## config.mk

```make
export PLATFORM = sky130hd
export DESIGN_NAME = bsws_cell
export DESIGN_NICKNAME = d
export VERILOG_FILES = /design/src/bsws_pkg.sv /design/src/bsws_cell.sv
export SDC_FILE = /design/constraint.sdc
export NUM_CORES = 1
export LEC_CHECK = 0
export BUFFER_PORTS_ARGS = -buffer_cell sky130_fd_sc_hd__buf_2
export CAP_MARGIN = 10
export CORE_MARGIN = 8
export CORE_UTILIZATION = 42
export DETAILED_ROUTE_END_ITERATION = 6
export PLACE_DENSITY_LB_ADDON = 0.1
export SYNTH_ARGS = -nofsm -noshare
export SYNTH_HDL_FRONTEND = slang
export SYNTH_SLANG_ARGS = --single-unit
```

## constraint.sdc

```tcl
create_clock -name clk -period 5.2 [get_ports clk]
set_clock_uncertainty 0.2 [all_clocks]
set_input_delay 1.04 -clock clk [delete_from_list [all_inputs] [get_ports clk]]
set_output_delay 1.04 -clock clk [all_outputs]
set_load 0.02 [all_outputs]
```

## src/bsws_pkg.sv

```systemverilog
// ----------------------------------------------------------------------------
// bsws_pkg
// Types and codes shared by the bounded stack with search.
// ----------------------------------------------------------------------------
package bsws_pkg;

	localparam logic [1:0] FUNC_PUSH   = 2'd0;
	localparam logic [1:0] FUNC_POP    = 2'd1;
	localparam logic [1:0] FUNC_SEARCH = 2'd2;

	localparam logic [2:0] STAT_OK       = 3'd0;
	localparam logic [2:0] STAT_FULL     = 3'd1;
	localparam logic [2:0] STAT_EMPTY    = 3'd2;
	localparam logic [2:0] STAT_NOTFOUND = 3'd3;
	localparam logic [2:0] STAT_MATCH    = 3'd4;

	typedef struct packed {
		logic [1:0]         func;
		logic signed [31:0] operand_value;
	} in_item_t;

	typedef struct packed {
		logic [2:0]         status;
		logic signed [31:0] popped_value;
		logic [5:0]         match_index;
		logic [6:0]         fill_count;
		logic               last_result;
	} out_item_t;

	typedef struct packed {
		logic push;
		logic pop;
		logic load;
		logic shift;
	} cell_cmd_t;

endpackage

```

## src/bsws_cell.sv

```systemverilog
// ----------------------------------------------------------------------------
// bsws_cell
// One stack entry: shifts with its neighbors on push and pop, and holds a
// match flag that moves down the row during a search.
// ----------------------------------------------------------------------------
module bsws_cell #(
	parameter int IDX = 0
) (
	input  logic                clk,
	input  bsws_pkg::cell_cmd_t cmd,
	input  logic [6:0]          count,
	input  logic signed [31:0]  key,
	input  logic signed [31:0]  up_word,
	input  logic signed [31:0]  dn_word,
	input  logic                flag_in,
	output logic signed [31:0]  word,
	output logic                flag
);
	import bsws_pkg::*;

	logic signed [31:0] word_q;
	logic               flag_q;
	logic               occupied;

	// cell 0 is the top of the stack
	assign occupied = (7'(IDX) < count);

	always_ff @(posedge clk) begin
		if (cmd.push) begin
			word_q <= up_word;
		end else if (cmd.pop) begin
			word_q <= dn_word;
		end
		if (cmd.load) begin
			flag_q <= occupied && (word_q == key);
		end else if (cmd.shift) begin
			flag_q <= flag_in;
		end
	end

	assign word = word_q;
	assign flag = flag_q;

endmodule

```

==> results of run 1 <==
[flip-flops by register name, summed over array words and instances, names as in the netlist]
| register | flops |
|---|---|
| flag | 1 |
| word | 32 |
[synth_stat cells]
cell type and count:
nand3_1 1, mux2_2 32, xnor2_1 1, nor3_1 2
nor4_2 1, o31ai_1 1, buf_2 3, or2_2 2
nor4_1 7, nand2_1 1, edfxtp_1 33, nand2b_1 1
nand4_1 2, xor2_1 31, clkbuf_1 1
[metal layers]
metal	up-vias	track usage, %
li1	733	-
met1	661	16.35
met2	84	25.02
met3	6	7.616
met4	0	4.821
met5	-	0
[power groups by stage]
stage	logic, uW	registers, uW	clock network, uW
finish	171	346	170
CTS	175	346	178
global placement	172	350	0
floorplan	57.1	389	0
global route	187	350	190
detailed placement	174	352	0
[worst min-delay path by stage]
stage	from	end	cells after the start
3_5_place_dp	word[13]	flag	3
6_report	word[13]	flag	3
2_1_floorplan	word[13]	flag	3
5_1_grt	word[13]	flag	3
4_1_cts	word[13]	flag	3
3_3_place_gp	word[13]	flag	3
[logic make-up after synthesis]
family	count (synthesis)	share of synthesized area, %
DFF	33	56.17
AOI/OAI and AO/OA	1	0.4257
xor gates and xnor gates	32	15.89
muxes	32	20.43
and+or+nand+nor	17	6.028
buffers and inverters	4	1.063
[per-stage QoR]
step | area [um^2] | hold slack, ps | setup slack [ps]
global placement | 2514 | 518.0 | 2266
detailed placement | 2514 | 532.7 | 2230
finish | 2587 | 530.8 | 2576
global route | 2587 | 578.6 | 2439
floorplan | 1764 | 642.4 | 2677
CTS | 2587 | 540.7 | 2532
[area by class of cell]
class / count / share of cell area (%)
Multi-Input combinational cell: 82 / 29.16
Timing Repair Buffer: 141 / 27.27
Clock buffer: 5 / 2.660
Clock inverter: 1 / 0.1934
Sequential cell: 33 / 38.30
Tap cell: 50 / 2.418
==> flow_summary.json, run 1 <==
{
  "final_hold_viol_count": 0,
  "setup_violations": 0,
  "clockBufferDepth": 2,
  "cts-root-buf": "clkbuf_8",
  "synth_seq_area_share_pct": 56.17,
  "grt_pass1_wl_um": 7500,
  "r2r_end": "flag",
  "n_fill_cell": 341,
  "io_buffers": 141,
  "clock_latency_ps": 280,
  "cts_max_level": 2,
  "initial_core_util_pct": 43.79,
  "p_leak_uw": 0.001207,
  "drt_iter0_drc": 46,
  "wl_per_cell_um": 15.80,
  "syn_nets": 228,
  "wl_met2_um": 2504,
  "syn_inst": 119,
  "syn_to_final_growth_pct": 46.67,
  "die_height_um": 80.81,
  "cts_hold_buf": 0,
  "cts.clk_slew.worst_paths_ps": 60,
  "worstPathArrival_ps": 2330,
  "max_freq_mhz": 381.0,
  "drtPass1Iterations": 4,
  "total_power_uw": 687.2,
  "antenna_found_initial": 0,
  "cts_setup_buffers": 0,
  "final_common_cell": "buf_2",
  "slowest_stage": "or2_2",
  "multi_input_area_um2": 754.5,
  "synth_area_leaders": "edfxtp_1 (56%), mux2_2 (20%), xor2_1 (15%)",
  "ys_ff_latch": 33,
  "place_congestion": 0.7065,
  "p_seq_share_pct": 50.3,
  "rows": 23,
  "peakVddDrop_mv": 0.1392,
  "internal_power_uw": 498.8,
  "crit_chain": "buf_2 > or2_2",
  "drt-met1-wl_um": 1711,
  "clock_power_share_pct": 24.8,
  "crit_cells": 2,
  "period_share_pct": 50.47,
  "vias_per_cell": 4.756,
  "grt_start_max_net_pins": 34,
  "swShare_pct": 27.41,
  "rrSetupSlack_ps": 3430,
  "drc_errors": 0,
  "numCtsBuffers": 5,
  "fin_tns_setup_ps": 0,
  "dpl.cell_count": 306,
  "end_kind": "flop",
  "final_cell_mix": "buf_2 (141), edfxtp_1 (33), mux2_2 (32)",
  "antenna_left": 0,
  "crit_fanout": 33,
  "switching_power_uw": 188.4,
  "layout-drive-gt1-share_pct": 69.47,
  "cts_num_sinks": 33,
  "fin_nets": 372,
  "period_minus_slack_ps": 2625,
  "routed_wl_um": 4931,
  "crit-reg2reg-launch": "word[12]",
  "drv_slew": 0,
  "syn_area_per_cell_um2": 14.83,
  "crit_start": "cmd[3]",
  "dieArea_mm2": 0.006530,
  "io-pin-count": 142,
  "core-area_mm2": 0.004029,
  "diodes": 0,
  "synth_area_mm2": 0.001764,
  "crit_required_ps": 4910,
  "p_comb_share_pct": 24.9,
  "rsz0062_at_grt": "false",
  "path_buf_inv": 1,
  "crit_type": "input pin to flop",
  "num_vias": 1484,
  "grt.total_usage_pct": 15.04,
  "wl_met3_um": 656,
  "utilization_pct": 64.22,
  "top_layer": "met4",
  "hpwl_um": 4205,
  "tightest_slew_ps": 730.7,
  "grt-ovfl-total": 0,
  "synth_largest_area_cell": "edfxtp_1",
  "fin_cells": 312,
  "drv_cap": 0,
  "cts_tree": "yes",
  "status": "complete, no violations",
  "ys_types": 15,
  "worst_path_largest_cell_delay_ps": 720,
  "relSlewSlack_pct": 51.29,
  "critical-path-top-delay-family": "simple AND/OR/NAND/NOR gates",
  "hold_path.class": "flop to flop",
  "pwr_density_cell_mw_per_mm2": 265.6,
  "grt_pass1_vias": 1577,
  "dieWidth_um": 80.81,
  "seqCellArea_um2": 991.0,
  "yosys_warnings": 0,
  "start_kind": "input pin",
  "synth_top_cell_area_share_pct": 56.17,
  "endpoint": "word[5]",
  "reg2reg_depth": 4,
  "ctsResizeCount": 0
}
Note: power is estimated with default switching activity, not from simulation.
==> run 2: changes to the inputs <==
- CORE_UTILIZATION: 42 -> 35
- clock period: 5.2 -> 2.3 ns (I/O delays scaled with it)
==> flow_summary.json, run 2 (synthesis results as in run 1) <==
{
  "relSlewSlack_pct": 73.43,
  "endpoint": "flag",
  "numCtsBuffers": 5,
  "initial_core_util_pct": 35.44,
  "syn_to_final_growth_pct": 50.92,
  "grt-ovfl-total": 0,
  "reg2reg_depth": 4,
  "wl_per_cell_um": 15.36,
  "n_fill_cell": 458,
  "drv_slew": 0,
  "dieArea_mm2": 0.007568,
  "rows": 26,
  "clock_power_share_pct": 25.6,
  "ctsResizeCount": 0,
  "cts_hold_buf": 0,
  "final_common_cell": "buf_2",
  "drv_cap": 0,
  "cts_tree": "yes",
  "core-area_mm2": 0.004977,
  "rsz0062_at_grt": "false",
  "crit_required_ps": 2210,
  "drtPass1Iterations": 3,
  "internal_power_uw": 1139,
  "setup_violations": 0,
  "cts_setup_buffers": 0,
  "hold_path.class": "input pin to flop",
  "p_seq_share_pct": 49.3,
  "cts-root-buf": "clkbuf_8",
  "rrSetupSlack_ps": 520,
  "hpwl_um": 4374,
  "switching_power_uw": 446.2,
  "max_freq_mhz": 562.2,
  "period_minus_slack_ps": 1779,
  "start_kind": "flop",
  "peakVddDrop_mv": 0.2588,
  "io-pin-count": 142,
  "crit_type": "flop to flop",
  "num_vias": 1474,
  "tightest_slew_ps": 394.9,
  "seqCellArea_um2": 991.0,
  "final_cell_area_mm2": 0.002663,
  "p_comb_share_pct": 25.0,
  "final_hold_viol_count": 0,
  "io_buffers": 141,
  "diodes": 0,
  "dieWidth_um": 87.00,
  "grt.total_usage_pct": 13.72,
  "layout-drive-gt1-share_pct": 69.40,
  "postLayoutSetupSlackWorst_ps": 521.4,
  "cts_max_level": 2,
  "cts.clk_slew.worst_paths_ps": 70,
  "whs_ps": 259.1,
  "clockBufferDepth": 2,
  "dpl_cell_area_mm2": 0.002581,
  "antenna_left": 0,
  "crit_fanout": 2,
  "drt_iter0_drc": 24,
  "vias_per_cell": 4.361,
  "fin_tns_setup_ps": 0,
  "drc_errors": 0,
  "status": "complete, no violations",
  "worstPathArrival_ps": 1690,
  "crit-reg2reg-launch": "word[4]",
  "largest_reg_flops": 32,
  "r2r_end": "flag",
  "clock_latency_ps": 280,
  "pre_cts_slack_ps": 336.4,
  "pwr_density_cell_mw_per_mm2": 595.2,
  "die_height_um": 87.00,
  "end_kind": "flop",
  "grt_pass1_wl_um": 7928,
  "antenna_found_initial": 0,
  "p_leak_uw": 0.001233,
  "place_congestion": 0.7287,
  "crit_start": "word[4]",
  "routed_wl_um": 5191,
  "grt_start_max_net_pins": 20,
  "period_share_pct": 77.33,
  "final_cell_mix": "buf_2 (141), edfxtp_1 (33), mux2_2 (32)",
  "cts_num_sinks": 33,
  "fin_nets": 376,
  "swShare_pct": 28.15,
  "grt_pass1_vias": 1679,
  "multi_input_area_um2": 754.5
}
## run 2: changes by cell type in the layout (fill, tap and decap cells not counted)
cell      change
buf_4         +3
buf_12        +1
clkinv_1      +2
## run 2: metrics by stage
stage               total power (uW)  instances  utilization (%)
floorplan                       1007        119                -
finish                          1585        338            53.49
CTS                             1619        338            53.49
global route                    1677        338            53.49
global placement                1192        330            51.86
detailed placement              1198        330            51.86
## run 2: worst min path at each step
| stage | from | endpoint | slack (ps) | cells past startpoint |
|---|---|---|---|---|
| CTS | cmd[0] | flag | 250 | 2 |
| finish | cmd[0] | flag | 260 | 2 |
| global route | cmd[0] | flag | 240 | 2 |
| global placement | word[13] | flag | 530 | 3 |
| detailed placement | word[13] | flag | 550 | 3 |
| floorplan | flag_in | flag | 450 | 2 |
## run 2: cell type report
type	count	share of cell area [%]
flip-flops and latches	33	37.22
multi-input cells	82	28.34
repair buffers	145	28.10
well taps	70	3.289
clock buffers	5	2.585
clock inverters	3	0.4699
## run 2: power groups by stage
stage          clock network (uW)  logic (uW)  registers, uW
2_1_floorplan                   0         129            878
3_3_place_gp                    0         399            794
3_5_place_dp                    0         403            795
4_1_cts                       431         405            783
5_1_grt                       453         433            791
6_report                      406         397            781
## run 2: layer usage
layer	vias to the layer above	GRT usage, %	part of all wire, %
li1	743	-	-
met3	5	9.340	14
met1	650	12.93	35
met5	-	0	0
met4	0	3.756	0.85
met2	76	23.59	50
## run 2: worst max-delay path: stages (launching register included)
cell and delay (ps):
edfxtp_1 410, xor2_1 160, nor4_1 410, nand4_1 190, o31ai_1 250
